$ cat src/rtl/qle_pkg.sv
`timescale 1ns / 1ps
// ----------------------------------------------------------------------------
// qle_pkg - shared types and helpers for the quorum leader election block
// Item layout, stream widths, configuration bundle, popcount helper.
// ----------------------------------------------------------------------------
package qle_pkg;

    localparam int MAX_FOLLOWERS = 32;
    localparam int SLOT_W        = 6;
    localparam int TERM_W        = 31;
    localparam int S_DATA_W      = 48;
    localparam int M_DATA_W      = 56;

    localparam logic [SLOT_W-1:0] UNREG_SLOT    = 6'd32;
    localparam logic [SLOT_W-1:0] MAX_COUNT     = 6'd32;
    localparam logic [TERM_W-1:0] TERM_MAX      = {TERM_W{1'b1}};

    // Configuration register indexes
    localparam logic REG_FOLLOWER_COUNT = 1'b0;
    localparam logic REG_SELF_INDEX     = 1'b1;

    // Request types on the input tuser bit
    localparam logic REQ_TICK   = 1'b0;
    localparam logic REQ_BALLOT = 1'b1;

    // Classified request kinds
    typedef enum logic [1:0] {
        KIND_TICK_HEALTHY = 2'd0,
        KIND_TICK_FAILED  = 2'd1,
        KIND_BALLOT       = 2'd2
    } kind_t;

    // Effective configuration, already clamped and normalized
    typedef struct packed {
        logic [SLOT_W-1:0] count;   // 1..32
        logic [SLOT_W-1:0] self;    // slot or UNREG_SLOT
    } cfg_t;

    // Request after classification
    typedef struct packed {
        kind_t             kind;
        logic [TERM_W-1:0] term;
        logic [SLOT_W-1:0] cand;      // normalized candidate slot
        logic [4:0]        voter;
        logic              voter_ok;  // voter slot below follower count
    } item_t;

    // Number of set bits in a 32-bit mask
    function automatic logic [SLOT_W-1:0] popcount32(input logic [MAX_FOLLOWERS-1:0] v);
        logic [SLOT_W-1:0] c;
        c = '0;
        for (int i = 0; i < MAX_FOLLOWERS; i++) begin
            c = c + SLOT_W'(v[i]);
        end
        return c;
    endfunction

endpackage

$ cat src/rtl/qle_front.sv
`timescale 1ns / 1ps
// ----------------------------------------------------------------------------
// qle_front - request classifier
// Decodes the input stream into a request kind and normalized slots.
// ----------------------------------------------------------------------------
module qle_front (
    input  qle_pkg::cfg_t                         cfg,
    input  logic                                  s_tvalid,
    output logic                                  s_tready,
    input  logic [qle_pkg::S_DATA_W-1:0]          s_tdata,
    input  logic                                  s_tuser,
    output logic                                  push,
    output qle_pkg::item_t                        push_item,
    input  logic                                  push_ready
);
    import qle_pkg::*;

    logic              healthy;
    logic [SLOT_W-1:0] cand_raw;
    logic [SLOT_W-1:0] voter_raw;

    assign healthy   = s_tdata[0];
    assign cand_raw  = s_tdata[37:32];
    assign voter_raw = s_tdata[43:38];

    assign s_tready = push_ready;
    assign push     = s_tvalid & push_ready;

    // Classify the request, fold an out-of-range candidate slot and flag the voter slot
    always_comb begin
        if (s_tuser == REQ_BALLOT) begin
            push_item.kind = KIND_BALLOT;
        end else if (healthy) begin
            push_item.kind = KIND_TICK_HEALTHY;
        end else begin
            push_item.kind = KIND_TICK_FAILED;
        end
        push_item.term     = s_tdata[31:1];
        push_item.cand     = (cand_raw < cfg.count) ? cand_raw : UNREG_SLOT;
        push_item.voter    = voter_raw[4:0];
        push_item.voter_ok = (voter_raw < cfg.count);
    end

endmodule

$ cat src/rtl/qle_queue.sv
`timescale 1ns / 1ps
// ----------------------------------------------------------------------------
// qle_queue - two-entry request queue
// Decouples the classifier from the election engine.
// ----------------------------------------------------------------------------
module qle_queue (
    input  logic             aclk,
    input  logic             aresetn,
    input  logic             in_valid,
    input  qle_pkg::item_t   in_item,
    output logic             in_ready,
    output logic             out_valid,
    output qle_pkg::item_t   out_item,
    input  logic             out_pop
);
    import qle_pkg::*;

    item_t      mem [2];
    logic       wr_ptr_reg, wr_ptr_next;
    logic       rd_ptr_reg, rd_ptr_next;
    logic [1:0] count_reg, count_next;
    logic       do_push, do_pop;

    assign in_ready  = (count_reg != 2'd2);
    assign out_valid = (count_reg != 2'd0);
    assign out_item  = mem[rd_ptr_reg];
    assign do_push   = in_valid & in_ready;
    assign do_pop    = out_pop & out_valid;

    // Pointer and fill bookkeeping
    always_comb begin
        wr_ptr_next = do_push ? ~wr_ptr_reg : wr_ptr_reg;
        rd_ptr_next = do_pop  ? ~rd_ptr_reg : rd_ptr_reg;
        count_next  = count_reg;
        if (do_push && !do_pop) begin
            count_next = count_reg + 2'd1;
        end else if (do_pop && !do_push) begin
            count_next = count_reg - 2'd1;
        end
    end

    always_ff @(posedge aclk) begin
        if (!aresetn) begin
            wr_ptr_reg <= 1'b0;
            rd_ptr_reg <= 1'b0;
            count_reg  <= 2'd0;
        end else begin
            wr_ptr_reg <= wr_ptr_next;
            rd_ptr_reg <= rd_ptr_next;
            count_reg  <= count_next;
        end
    end

    // Entry storage
    always_ff @(posedge aclk) begin
        if (do_push) begin
            mem[wr_ptr_reg] <= in_item;
        end
    end

endmodule

$ cat src/rtl/qle_back.sv
`timescale 1ns / 1ps
// ----------------------------------------------------------------------------
// qle_back - election engine
// Holds the election state, applies one request per cycle while the result
// register is free or taken, and registers the result for the output stream.
// ----------------------------------------------------------------------------
module qle_back (
    input  logic                          aclk,
    input  logic                          aresetn,
    input  qle_pkg::cfg_t                 cfg,
    input  logic                          q_valid,
    input  qle_pkg::item_t                q_item,
    output logic                          q_pop,
    output logic                          m_tvalid,
    input  logic                          m_tready,
    output logic [qle_pkg::M_DATA_W-1:0]  m_tdata
);
    import qle_pkg::*;

    logic [TERM_W-1:0]        term_reg,      term_next;
    logic [SLOT_W-1:0]        cand_reg,      cand_next;
    logic                     cand_held_reg, cand_held_next;
    logic [MAX_FOLLOWERS-1:0] vote_mask_reg, vote_mask_next;
    logic [MAX_FOLLOWERS-1:0] dead_mask_reg, dead_mask_next;
    logic [SLOT_W-1:0]        leader_reg,    leader_next;
    logic                     leader_held_reg, leader_held_next;
    logic                     promoted_reg,  promoted_next;

    logic                     out_valid_reg;
    logic [M_DATA_W-1:0]      out_data_reg, out_data_next;

    logic                     self_reg_ok;
    logic [MAX_FOLLOWERS-1:0] self_bit;
    logic [SLOT_W-1:0]        votes;
    logic                     check, quorum, changed, accepted, send;

    assign q_pop       = q_valid & (~out_valid_reg | m_tready);
    assign m_tvalid    = out_valid_reg;
    assign m_tdata     = out_data_reg;
    assign self_reg_ok = (cfg.self != UNREG_SLOT);
    assign self_bit    = self_reg_ok ? (MAX_FOLLOWERS'(1) << cfg.self[4:0]) : '0;

    // Next election state for the request at the queue head
    always_comb begin
        logic [MAX_FOLLOWERS-1:0] live;
        logic [SLOT_W-1:0]        nominee;
        logic                     found;

        term_next        = term_reg;
        cand_next        = cand_reg;
        cand_held_next   = cand_held_reg;
        vote_mask_next   = vote_mask_reg;
        dead_mask_next   = dead_mask_reg;
        leader_next      = leader_reg;
        leader_held_next = leader_held_reg;
        promoted_next    = promoted_reg;
        check            = 1'b0;
        accepted         = 1'b0;
        send             = 1'b0;
        live             = '0;
        nominee          = '0;
        found            = 1'b0;

        case (q_item.kind)
            KIND_TICK_HEALTHY: begin
                if (!promoted_reg) begin
                    cand_held_next = 1'b0;
                    cand_next      = '0;
                    vote_mask_next = '0;
                end
            end
            KIND_TICK_FAILED: begin
                if (!promoted_reg) begin
                    // Blacklist the failed leader
                    if (leader_held_reg) begin
                        if (leader_reg < cfg.count) begin
                            dead_mask_next[leader_reg[4:0]] = 1'b1;
                        end
                        leader_held_next = 1'b0;
                        leader_next      = '0;
                    end
                    // Lowest live slot is the nominee
                    for (int i = 0; i < MAX_FOLLOWERS; i++) begin
                        live[i] = ~dead_mask_next[i] & (SLOT_W'(i) < cfg.count);
                    end
                    for (int i = 0; i < MAX_FOLLOWERS; i++) begin
                        if (live[i] && !found) begin
                            nominee = SLOT_W'(i);
                            found   = 1'b1;
                        end
                    end
                    // New nominee opens a new term
                    if (!cand_held_reg || cand_reg != nominee) begin
                        if (term_reg != TERM_MAX) begin
                            term_next = term_reg + TERM_W'(1);
                        end
                        cand_next      = nominee;
                        cand_held_next = 1'b1;
                        vote_mask_next = '0;
                    end
                    vote_mask_next = vote_mask_next | self_bit;
                    check = 1'b1;
                    send  = ~self_reg_ok | (cfg.count > SLOT_W'(1));
                end
            end
            KIND_BALLOT: begin
                if (q_item.term > term_reg) begin
                    term_next      = q_item.term;
                    cand_next      = q_item.cand;
                    cand_held_next = 1'b1;
                    vote_mask_next = '0;
                end else if (q_item.term == term_reg && !cand_held_reg) begin
                    cand_next      = q_item.cand;
                    cand_held_next = 1'b1;
                end
                if (q_item.term == term_next && cand_held_next && q_item.cand == cand_next) begin
                    accepted = 1'b1;
                    if (q_item.voter_ok) begin
                        vote_mask_next[q_item.voter] = 1'b1;
                    end
                    check = 1'b1;
                end
            end
            default: begin
            end
        endcase

        // Majority check and leader confirmation
        votes   = popcount32(vote_mask_next);
        quorum  = check & cand_held_next & (votes >= (cfg.count >> 1) + SLOT_W'(1));
        changed = 1'b0;
        if (quorum) begin
            if (!leader_held_next || leader_next != cand_next) begin
                leader_next      = cand_next;
                leader_held_next = 1'b1;
                changed          = ~self_reg_ok | (cand_next != cfg.self);
            end
            if (self_reg_ok && cand_next == cfg.self) begin
                promoted_next = 1'b1;
            end
        end

        out_data_next = {send, accepted, promoted_next, changed,
                         leader_held_next ? leader_next : SLOT_W'(0),
                         leader_held_next, quorum, votes, cand_held_next,
                         cand_held_next ? cand_next : SLOT_W'(0),
                         term_next};
    end

    // Election state
    always_ff @(posedge aclk) begin
        if (!aresetn) begin
            term_reg        <= '0;
            cand_reg        <= '0;
            cand_held_reg   <= 1'b0;
            vote_mask_reg   <= '0;
            dead_mask_reg   <= '0;
            leader_reg      <= '0;
            leader_held_reg <= 1'b0;
            promoted_reg    <= 1'b0;
        end else if (q_pop) begin
            term_reg        <= term_next;
            cand_reg        <= cand_next;
            cand_held_reg   <= cand_held_next;
            vote_mask_reg   <= vote_mask_next;
            dead_mask_reg   <= dead_mask_next;
            leader_reg      <= leader_next;
            leader_held_reg <= leader_held_next;
            promoted_reg    <= promoted_next;
        end
    end

    // Result register
    always_ff @(posedge aclk) begin
        if (!aresetn) begin
            out_valid_reg <= 1'b0;
        end else if (q_pop) begin
            out_valid_reg <= 1'b1;
        end else if (m_tready) begin
            out_valid_reg <= 1'b0;
        end
    end

    always_ff @(posedge aclk) begin
        if (q_pop) begin
            out_data_reg <= out_data_next;
        end
    end

endmodule

$ cat src/rtl/quorum_leader_election.sv
`timescale 1ns / 1ps
// ----------------------------------------------------------------------------
// quorum_leader_election - quorum based leader election engine
// Tracks term, candidate, votes, blacklist and leader over 32 follower slots.
// ----------------------------------------------------------------------------
// Usage:
//   s_* carries requests: s_tuser = 0 for a health tick, 1 for a ballot.
//   m_* returns exactly one result per request, in request order.
//   cfg_we/cfg_index/cfg_data write follower_count (index 0) and
//   self_index (index 1); write them only while no request is in flight.
// Path: a request accepted on s_* is written into the two-entry queue and,
//   when nothing waits ahead of it, is applied from the queue head into the
//   result register, which drives m_*.
// Throughput: one request per cycle while m_* does not stall, each applied
//   in a single pass (nominee search, vote popcount, majority compare).
// Reset: synchronous, aresetn low. Clears all election state, the queue and
//   the output valid; follower_count returns to 1 and self_index to 32.
// Stall: while m_tready is low the result is held; up to two more requests
//   are queued, then s_tready drops until the receiver takes the result.
// ----------------------------------------------------------------------------
module quorum_leader_election (
    input  logic                           aclk,
    input  logic                           aresetn,
    // Configuration
    input  logic                           cfg_we,
    input  logic                           cfg_index,
    input  logic [qle_pkg::SLOT_W-1:0]     cfg_data,
    // Request stream
    input  logic                           s_tvalid,
    output logic                           s_tready,
    // [0] primary_healthy, [31:1] vote_term, [37:32] vote_candidate,
    // [43:38] vote_voter, [47:44] zero
    input  logic [qle_pkg::S_DATA_W-1:0]   s_tdata,
    // [0] req_type
    input  logic                           s_tuser,
    // Result stream
    output logic                           m_tvalid,
    input  logic                           m_tready,
    // [30:0] cur_term, [36:31] cur_candidate, [37] candidate_valid,
    // [43:38] vote_count, [44] quorum_reached, [45] leader_valid,
    // [51:46] leader_index, [52] leader_changed, [53] promoted,
    // [54] ballot_accepted, [55] send_ballot
    output logic [qle_pkg::M_DATA_W-1:0]   m_tdata
);
    import qle_pkg::*;

    logic [SLOT_W-1:0] follower_count_reg;
    logic [SLOT_W-1:0] self_index_reg;
    cfg_t              cfg;
    logic              push, push_ready;
    item_t             push_item;
    logic              q_valid, q_pop;
    item_t             q_item;

    // Configuration registers
    always_ff @(posedge aclk) begin
        if (!aresetn) begin
            follower_count_reg <= SLOT_W'(1);
            self_index_reg     <= UNREG_SLOT;
        end else if (cfg_we) begin
            case (cfg_index)
                REG_FOLLOWER_COUNT: follower_count_reg <= cfg_data;
                REG_SELF_INDEX:     self_index_reg     <= cfg_data;
                default: begin
                end
            endcase
        end
    end

    // Clamp the count and fold an out-of-range self slot
    always_comb begin
        if (follower_count_reg == '0) begin
            cfg.count = SLOT_W'(1);
        end else if (follower_count_reg > MAX_COUNT) begin
            cfg.count = MAX_COUNT;
        end else begin
            cfg.count = follower_count_reg;
        end
        cfg.self = (self_index_reg < cfg.count) ? self_index_reg : UNREG_SLOT;
    end

    qle_front u_front (
        .cfg        (cfg),
        .s_tvalid   (s_tvalid),
        .s_tready   (s_tready),
        .s_tdata    (s_tdata),
        .s_tuser    (s_tuser),
        .push       (push),
        .push_item  (push_item),
        .push_ready (push_ready)
    );

    qle_queue u_queue (
        .aclk      (aclk),
        .aresetn   (aresetn),
        .in_valid  (push),
        .in_item   (push_item),
        .in_ready  (push_ready),
        .out_valid (q_valid),
        .out_item  (q_item),
        .out_pop   (q_pop)
    );

    qle_back u_back (
        .aclk     (aclk),
        .aresetn  (aresetn),
        .cfg      (cfg),
        .q_valid  (q_valid),
        .q_item   (q_item),
        .q_pop    (q_pop),
        .m_tvalid (m_tvalid),
        .m_tready (m_tready),
        .m_tdata  (m_tdata)
    );

endmodule
$ cat config.mk
export PLATFORM = sky130hd
export DESIGN_NAME = quorum_leader_election
export DESIGN_NICKNAME = d
export VERILOG_FILES = /design/src/rtl/qle_pkg.sv /design/src/rtl/qle_front.sv /design/src/rtl/qle_queue.sv /design/src/rtl/qle_back.sv /design/src/rtl/quorum_leader_election.sv
export SDC_FILE = /design/constraint.sdc
export NUM_CORES = 1
export LEC_CHECK = 0
export BUFFER_PORTS_ARGS = -buffer_cell sky130_fd_sc_hd__clkbuf_2
export CELL_PAD_IN_SITES_DETAIL_PLACEMENT = 1
export CELL_PAD_IN_SITES_GLOBAL_PLACEMENT = 2
export CORE_ASPECT_RATIO = 1.1
export CORE_MARGIN = 3
export CORE_UTILIZATION = 42
export DETAILED_ROUTE_END_ITERATION = 8
export HOLD_SLACK_MARGIN = 0.05
export PLACE_DENSITY = 0.95
export SYNTH_ARGS = -nofsm -noshare
export SYNTH_HDL_FRONTEND = slang
export SYNTH_SLANG_ARGS = --single-unit
$ cat constraint.sdc
create_clock -name aclk -period 17.9 [get_ports aclk]
set_input_delay 3.58 -clock aclk [delete_from_list [all_inputs] [get_ports aclk]]
set_output_delay 3.58 -clock aclk [all_outputs]
set_load 0.005 [all_outputs]
==> impl_metrics.env, run 1 <==
export IMPL_ios=119
export IMPL_antenna_found_initial=1
export IMPL_top_register="u_queue.mem"
export IMPL_yosysTopAreaCellShare_pct=25.86
export IMPL_synth_edf_count=146
export IMPL_drive_gt1_share_pct=13.43
export IMPL_wl_per_cell_um=24.47
export IMPL_track_usage_pct=27.40
export IMPL_synth_top_cells_by_count="nand2_1 (166), a21oi_1 (153), edfxtp_1 (146), dfxtp_1 (128), o21ai_0 (124)"
export IMPL_setup_viol_count_final=0
export IMPL_hold_class="flip-flop to flip-flop"
export IMPL_whs_ps=481.3
export IMPL_largest_reg_flops=90
export IMPL_fmax_mhz=73.61
export IMPL_cts_sinks=274
export IMPL_drv_slew=0
export IMPL_cts_clk_slew_worst_paths_ps=60
export IMPL_slew_headroom_pct=8.452
export IMPL_cp_slowest_stage_delay_ps=840
export IMPL_max_vdd_ir_drop_mv=0.09890
export IMPL_yosysWarnings=0
export IMPL_numCtsBuffers=34
export IMPL_io_buffers=114
export IMPL_num_vias=15200
export IMPL_globalRouteOverflowTotal=0
export IMPL_rsz0062_at_grt="false"
export IMPL_worst_ep_arrival_time_ps=14080
export IMPL_critPathSlowestCell="dfxtp_1"
export IMPL_core_sq_um=39460
export IMPL_outcome="finished clean"
export IMPL_area_growth_pct=12.19
export IMPL_seq_area_frac_synth_pct=40.97
export IMPL_hpwl_um=42770
export IMPL_synth_top_area_cell="edfxtp_1"
export IMPL_async_reset_ff_share_pct=0
export IMPL_r2r_cells=44
export IMPL_start_util_pct=42.96
export IMPL_required_ps=18400
export IMPL_grt_first_pass_wirelength_um=91840
export IMPL_n_fill_cell=4505
export IMPL_drt_antenna_violating_nets=0
export IMPL_p_per_area_nw_per_um2=170.3
export IMPL_cts_htree_levels=2
export IMPL_skew_ps=33.62
export IMPL_met2_length_um=29560
export IMPL_critPathKind="flip-flop to flip-flop"
export IMPL_avgViaCountPerCell=6.262
export IMPL_die_area_sq_um=42820
export IMPL_ctsHoldBuffers=0
export IMPL_clk_latency_ps=570
export IMPL_antenna_cells=0
export IMPL_rows=76
export IMPL_crit_path_max_fanout=32
export IMPL_cts_resized=0
export IMPL_synthFlopType="edfxtp_1"
export IMPL_postCtsSetupBuffers=0
export IMPL_critPathCaptureType="flip-flop"
export IMPL_syn_area_per_cell_sq_um=9.300
export IMPL_worst_pin_slew_ps=1368
export IMPL_postSynthCellCount=1823
export IMPL_drc=0
export IMPL_drtPass1Iterations=6
export IMPL_drt_wl_total_um=59420
export IMPL_start_kind="flip-flop"
export IMPL_crit_top_cell="fa_1"
export IMPL_ys_seq_elements=274
export IMPL_drt_iter0_markers=984
export IMPL_ys_types=94
export IMPL_drv_cap=0
export IMPL_dr_max_layer_used="met5"
export IMPL_period_share_pct=75.89
export IMPL_syn_nets=1980
export IMPL_synth_area_top_cells="edfxtp_1 (26%), dfxtp_1 (15%), ha_1 (5.3%)"
export IMPL_syn_area_sq_um=16950
export IMPL_synth_most_common_cell="nand2_1"
export IMPL_p_leak_nw=6.971
export IMPL_cts_tree="done"
export IMPL_gp_congestion=0.9217
export IMPL_min_period_ps=13580
export IMPL_die_h_um=216.7
export IMPL_setup_tns_ps=0
export IMPL_hold_viol=0
export IMPL_hold_depth=2
export IMPL_clockBufferDepth=3
export IMPL_fin_nets=2052
export IMPL_cts_root_buffer="clkbuf_16"
export IMPL_die_x_um=197.6
export IMPL_grt_max_degree=78
export IMPL_grt_pass1_vias=16120
export IMPL_wl_met1_um=23250
export IMPL_wl_met3_um=3254
per-stage QoR:
stage / utilization [%] / instance area, sq um / setup WS, ps / power (mW) / instances
after floorplan: - / 16950 / 6535 / 2.023 / 1823
after global placement: 45.59 / 17990 / 4760 / 2.505 / 2366
after detailed placement: 45.59 / 17990 / 4496 / 2.568 / 2366
after CTS: 48.20 / 19020 / 4432 / 3.245 / 2428
after global routing: 48.20 / 19020 / 3499 / 3.465 / 2428
final: 48.20 / 19020 / 4315 / 3.239 / 2428
worst max-delay path: cells and delay by family, from the launching register on:
family / cells / cell delay, ps
AND/OR/NAND/NOR: 15 / 4140
adder cells (fa/ha/maj): 11 / 4850
flip-flops: 1 / 840
buffers and inverters: 6 / 870
AO/OA/AOI/OAI: 12 / 2770
power by group:
group	internal (mW)	switching, mW
Sequential	0.872	0.110
Clock	0.359	0.287
Combinational	0.587	1.02
Total	1.82	1.42
cells in the final DEF (no fill, tap or decap), types with 8 or more instances in the layout:
| master | Yosys | routed |
|---|---|---|
| xor2_1 | 9 | 9 |
| nor2b_1 | 45 | 45 |
| a21oi_1 | 153 | 153 |
| nand4_1 | 20 | 20 |
| clkbuf_16 | 0 | 34 |
| and3_1 | 9 | 8 |
| nand2b_1 | 24 | 24 |
| a221oi_1 | 11 | 11 |
| buf_4 | 0 | 28 |
| fa_1 | 24 | 24 |
| nand3_1 | 46 | 46 |
| a21o_1 | 24 | 24 |
| inv_1 | 96 | 96 |
| a2bb2oi_1 | 27 | 27 |
| a211o_1 | 8 | 8 |
| clkbuf_2 | 0 | 114 |
| mux2i_1 | 33 | 33 |
| a211oi_1 | 16 | 16 |
| o211ai_1 | 9 | 9 |
| o21a_1 | 17 | 17 |
| mux2_2 | 28 | 28 |
| a31oi_1 | 18 | 17 |
| a22oi_1 | 44 | 44 |
| o32ai_1 | 10 | 10 |
| nor3_1 | 28 | 28 |
| dfxtp_1 | 128 | 127 |
| nand2_1 | 166 | 166 |
| ha_1 | 72 | 72 |
| nor4_1 | 17 | 15 |
| o22a_1 | 23 | 23 |
| and2_1 | 17 | 17 |
| o22ai_1 | 22 | 22 |
| edfxtp_1 | 146 | 146 |
| o21ai_0 | 124 | 124 |
| xnor2_1 | 45 | 45 |
| nor2_1 | 112 | 111 |
logic make-up (layout without fill, tap and decap cells):
| family | Yosys count | in the layout | share of synthesized area, % |
|---|---|---|---|
| AO/OA/AOI/OAI | 599 | 599 | 23.79 |
| AND/OR/NAND/NOR | 533 | 533 | 15.87 |
| flip-flops | 274 | 274 | 40.97 |
| buffers and inverters | 205 | 303 | 4.605 |
| adder cells (fa/ha/maj) | 96 | 96 | 8.148 |
| multiplexers | 61 | 61 | 3.808 |
| XOR/XNOR | 54 | 54 | 2.790 |
| other | 1 | 1 | 0.02212 |
routing by layer:
metal / global-route usage [%] / vias to the layer above
met3: 4.260 / 187
li1: - / 6912
met5: 0 / -
met2: 48.31 / 540
met4: 14.11 / 2
met1: 32.15 / 7562
final timing paths:
check                                                end                     start  slack, ps
worst min-delay path            u_back.dead_mask_reg[31]  u_back.dead_mask_reg[31]        480
worst min register to register  u_back.dead_mask_reg[31]  u_back.dead_mask_reg[31]        480
worst max-delay path                u_back.leader_reg[1]     follower_count_reg[1]       4320
worst max register to register      u_back.leader_reg[1]     follower_count_reg[1]       4320
cell type report:
type	count	area (sq um)	area share [%]
repair buffers	142	780.7	4.105
inverters	99	374.1	1.967
flip-flops and latches	274	6948	36.53
clock buffers	41	887.1	4.664
clock inverters	21	141.4	0.7433
well taps	507	634.4	3.335
multi-input cells	1344	9255	48.66
Note: power is estimated with default switching activity, not from simulation.
==> run 2: changes to the inputs <==
--- a/config.mk
+++ b/config.mk
@@ -5,15 +5,16 @@
 export SDC_FILE = /design/constraint.sdc
 export NUM_CORES = 1
 export LEC_CHECK = 0
+export ABC_AREA = 1
 export BUFFER_PORTS_ARGS = -buffer_cell sky130_fd_sc_hd__clkbuf_2
 export CELL_PAD_IN_SITES_DETAIL_PLACEMENT = 1
 export CELL_PAD_IN_SITES_GLOBAL_PLACEMENT = 2
 export CORE_ASPECT_RATIO = 1.1
 export CORE_MARGIN = 3
-export CORE_UTILIZATION = 42
+export CORE_UTILIZATION = 32
 export DETAILED_ROUTE_END_ITERATION = 8
 export HOLD_SLACK_MARGIN = 0.05
-export PLACE_DENSITY = 0.95
+export PLACE_DENSITY = 0.86
 export SYNTH_ARGS = -nofsm -noshare
 export SYNTH_HDL_FRONTEND = slang
 export SYNTH_SLANG_ARGS = --single-unit
==> constraint.sdc (replaced) <==
create_clock -name aclk -period 11.3 [get_ports aclk]
set_input_delay 2.26 -clock aclk [delete_from_list [all_inputs] [get_ports aclk]]
set_output_delay 2.26 -clock aclk [all_outputs]
set_load 0.005 [all_outputs]
==> impl_metrics.env, run 2 <==
export IMPL_outcome="finished clean"
export IMPL_synth_top_cells_by_count="nand2_1 (665), inv_1 (465), o21ai_0 (217), nor2_1 (186), nand3_1 (182)"
export IMPL_worst_pin_slew_ps=1163
export IMPL_ys_types=57
export IMPL_area_growth_pct=26.86
export IMPL_setup_viol_count_final=0
export IMPL_post_route_util_pct=41.35
export IMPL_period_share_pct=98.79
export IMPL_min_period_ps=11160
export IMPL_wl_met1_um=28840
export IMPL_drc=0
export IMPL_grt_pass1_vias=20490
export IMPL_antenna_cells=0
export IMPL_grt_first_pass_wirelength_um=111600
export IMPL_ctsHoldBuffers=0
export IMPL_syn_area_sq_um=18800
export IMPL_drt_antenna_violating_nets=0
export IMPL_ys_seq_elements=274
export IMPL_wl_per_cell_um=19.17
export IMPL_syn_nets=2839
export IMPL_fin_nets=3162
export IMPL_cp_slowest_stage_delay_ps=590
export IMPL_drv_cap=0
export IMPL_min_from="u_queue.rd_ptr_reg"
export IMPL_drive_gt1_share_pct=19.92
export IMPL_rsz0062_at_grt="true"
export IMPL_track_usage_pct=22.70
export IMPL_num_vias=19590
export IMPL_hold_viol=0
export IMPL_required_ps=11620
export IMPL_cts_root_buffer="clkbuf_16"
export IMPL_globalRouteOverflowTotal=0
export IMPL_seq_area_frac_synth_pct=36.95
export IMPL_clk_latency_ps=560
export IMPL_fin_ws_ps=136.6
export IMPL_avgViaCountPerCell=5.176
export IMPL_synth_area_top_cells="edfxtp_1 (23%), dfxtp_1 (14%), nand2_1 (13%)"
export IMPL_wl_met3_um=2394
export IMPL_die_h_um=260.2
export IMPL_grt_max_degree=100
export IMPL_fmax_mhz=89.58
export IMPL_rows=92
export IMPL_cts_sinks=274
export IMPL_synth_top_area_cell="edfxtp_1"
export IMPL_hold_class="flip-flop to flip-flop"
export IMPL_final_common_cell="nand2_1"
export IMPL_dr_max_layer_used="met4"
export IMPL_met2_length_um=37040
export IMPL_synth_most_common_cell="nand2_1"
export IMPL_drt_wl_total_um=72530
export IMPL_synth_edf_count=146
export IMPL_clockBufferDepth=3
export IMPL_numCtsBuffers=35
export IMPL_largest_reg_flops=90
export IMPL_critPathKind="flip-flop to flip-flop"
export IMPL_hpwl_um=53440
export IMPL_cp_startpoint="u_queue.mem[1][14]"
export IMPL_slew_headroom_pct=21.64
export IMPL_critPathSlowestCell="fa_1"
export IMPL_die_x_um=237.1
export IMPL_io_buffers=114
export IMPL_n_fill_cell=7257
export IMPL_cts_tree="done"
export IMPL_placed_area_sq_um=21780
export IMPL_start_kind="flip-flop"
export IMPL_critPathCaptureType="flip-flop"
export IMPL_start_util_pct=32.60
export IMPL_crit_top_cell="fa_1"
export IMPL_final_cell_mix="nand2_1 (643), inv_1 (452), buf_4 (250)"
export IMPL_yosysWarnings=0
export IMPL_cts_clk_slew_worst_paths_ps=70
export IMPL_stdcell_area_sq_um=23850
export IMPL_antenna_found_initial=0
export IMPL_drtPass1Iterations=5
export IMPL_worst_ep_arrival_time_ps=11490
export IMPL_postSynthCellCount=2682
export IMPL_ios=119
export IMPL_syn_area_per_cell_sq_um=7.009
export IMPL_dp_slack_ps=-548.5
export IMPL_r2r_start="u_queue.mem[1][14]"
export IMPL_core_sq_um=57670
export IMPL_drt_iter0_markers=1032
export IMPL_skew_ps=37.20
export IMPL_async_reset_ff_share_pct=0
export IMPL_drv_slew=0
export IMPL_top_register="u_queue.mem"
export IMPL_yosysTopAreaCellShare_pct=23.32
export IMPL_crit_path_max_fanout=16
export IMPL_setup_tns_ps=0
export IMPL_cts_htree_levels=2
export IMPL_die_area_sq_um=61700
export IMPL_synthFlopType="edfxtp_1"
export IMPL_gp_congestion=0.9312
[run 2: worst paths after layout]
path | slack (ps) | depth (start not counted) | endpoint
worst min register to register | 450 | 1 | flip-flop
worst max register to register | 140 | 60 | u_back.m_tdata[51]
worst max-delay path | 140 | 60 | u_back.m_tdata[51]
worst min-delay path | 450 | 1 | flip-flop
[run 2: through the flow]
stage / std cells / hold WS [ps]
after floorplan: 2682 / 425.7
after global placement: 3689 / 432.3
after detailed placement: 3689 / 442.5
after CTS: 3757 / 454.9
after global routing: 3784 / 485.9
final: 3784 / 449.4
[run 2: per-layer routing]
layer | global-route usage, % | up-vias
met3 | 2.704 | 160
li1 | - | 9443
met5 | 0 | -
met2 | 41.88 | 365
met1 | 25.54 | 9618
met4 | 11.83 | 0
[run 2: logic make-up (layout without fill, tap and decap cells)]
kind of cell	Yosys count	in the layout	synth area share [%]
AO/OA/AOI/OAI	493	493	14.60
XOR/XNOR	19	19	0.8852
adder cells (fa/ha/maj)	96	96	7.348
buffers and inverters	582	932	11.84
flip-flops	274	274	36.95
multiplexers	6	6	0.3394
other	1	1	0.01995
AND/OR/NAND/NOR	1211	1211	28.02
[run 2: layout make-up]
class,instances,area (sq um),area share (%)
multi-input combinational,1826,10120,42.45
sequential,274,6954,29.16
timing repair buffer,390,2877,12.06
inverter,478,1803,7.560
clock buffer,42,964.7,4.045
tap,752,940.9,3.945
clock inverter,22,186.4,0.7817
[run 2: repair_timing]
item,in CTS,in global routing
pin swaps,15,62
endpoints found under the setup margin,18,18
buffers inserted,3,24
gates resized for setup,43,146
cloned,1,4
[run 2: critical path: cells and delay by family (launching register included)]
kind,cells,cell delay [ps]
flops,1,370
compound gates,20,2720
fa+ha+maj,10,4320
simple gates,14,1760
buf+inv,16,1740
Power of run 2 is left out: the tool's default activity adds up to more than one toggle a clock period on the data nets, which glitch-free logic cannot reach.
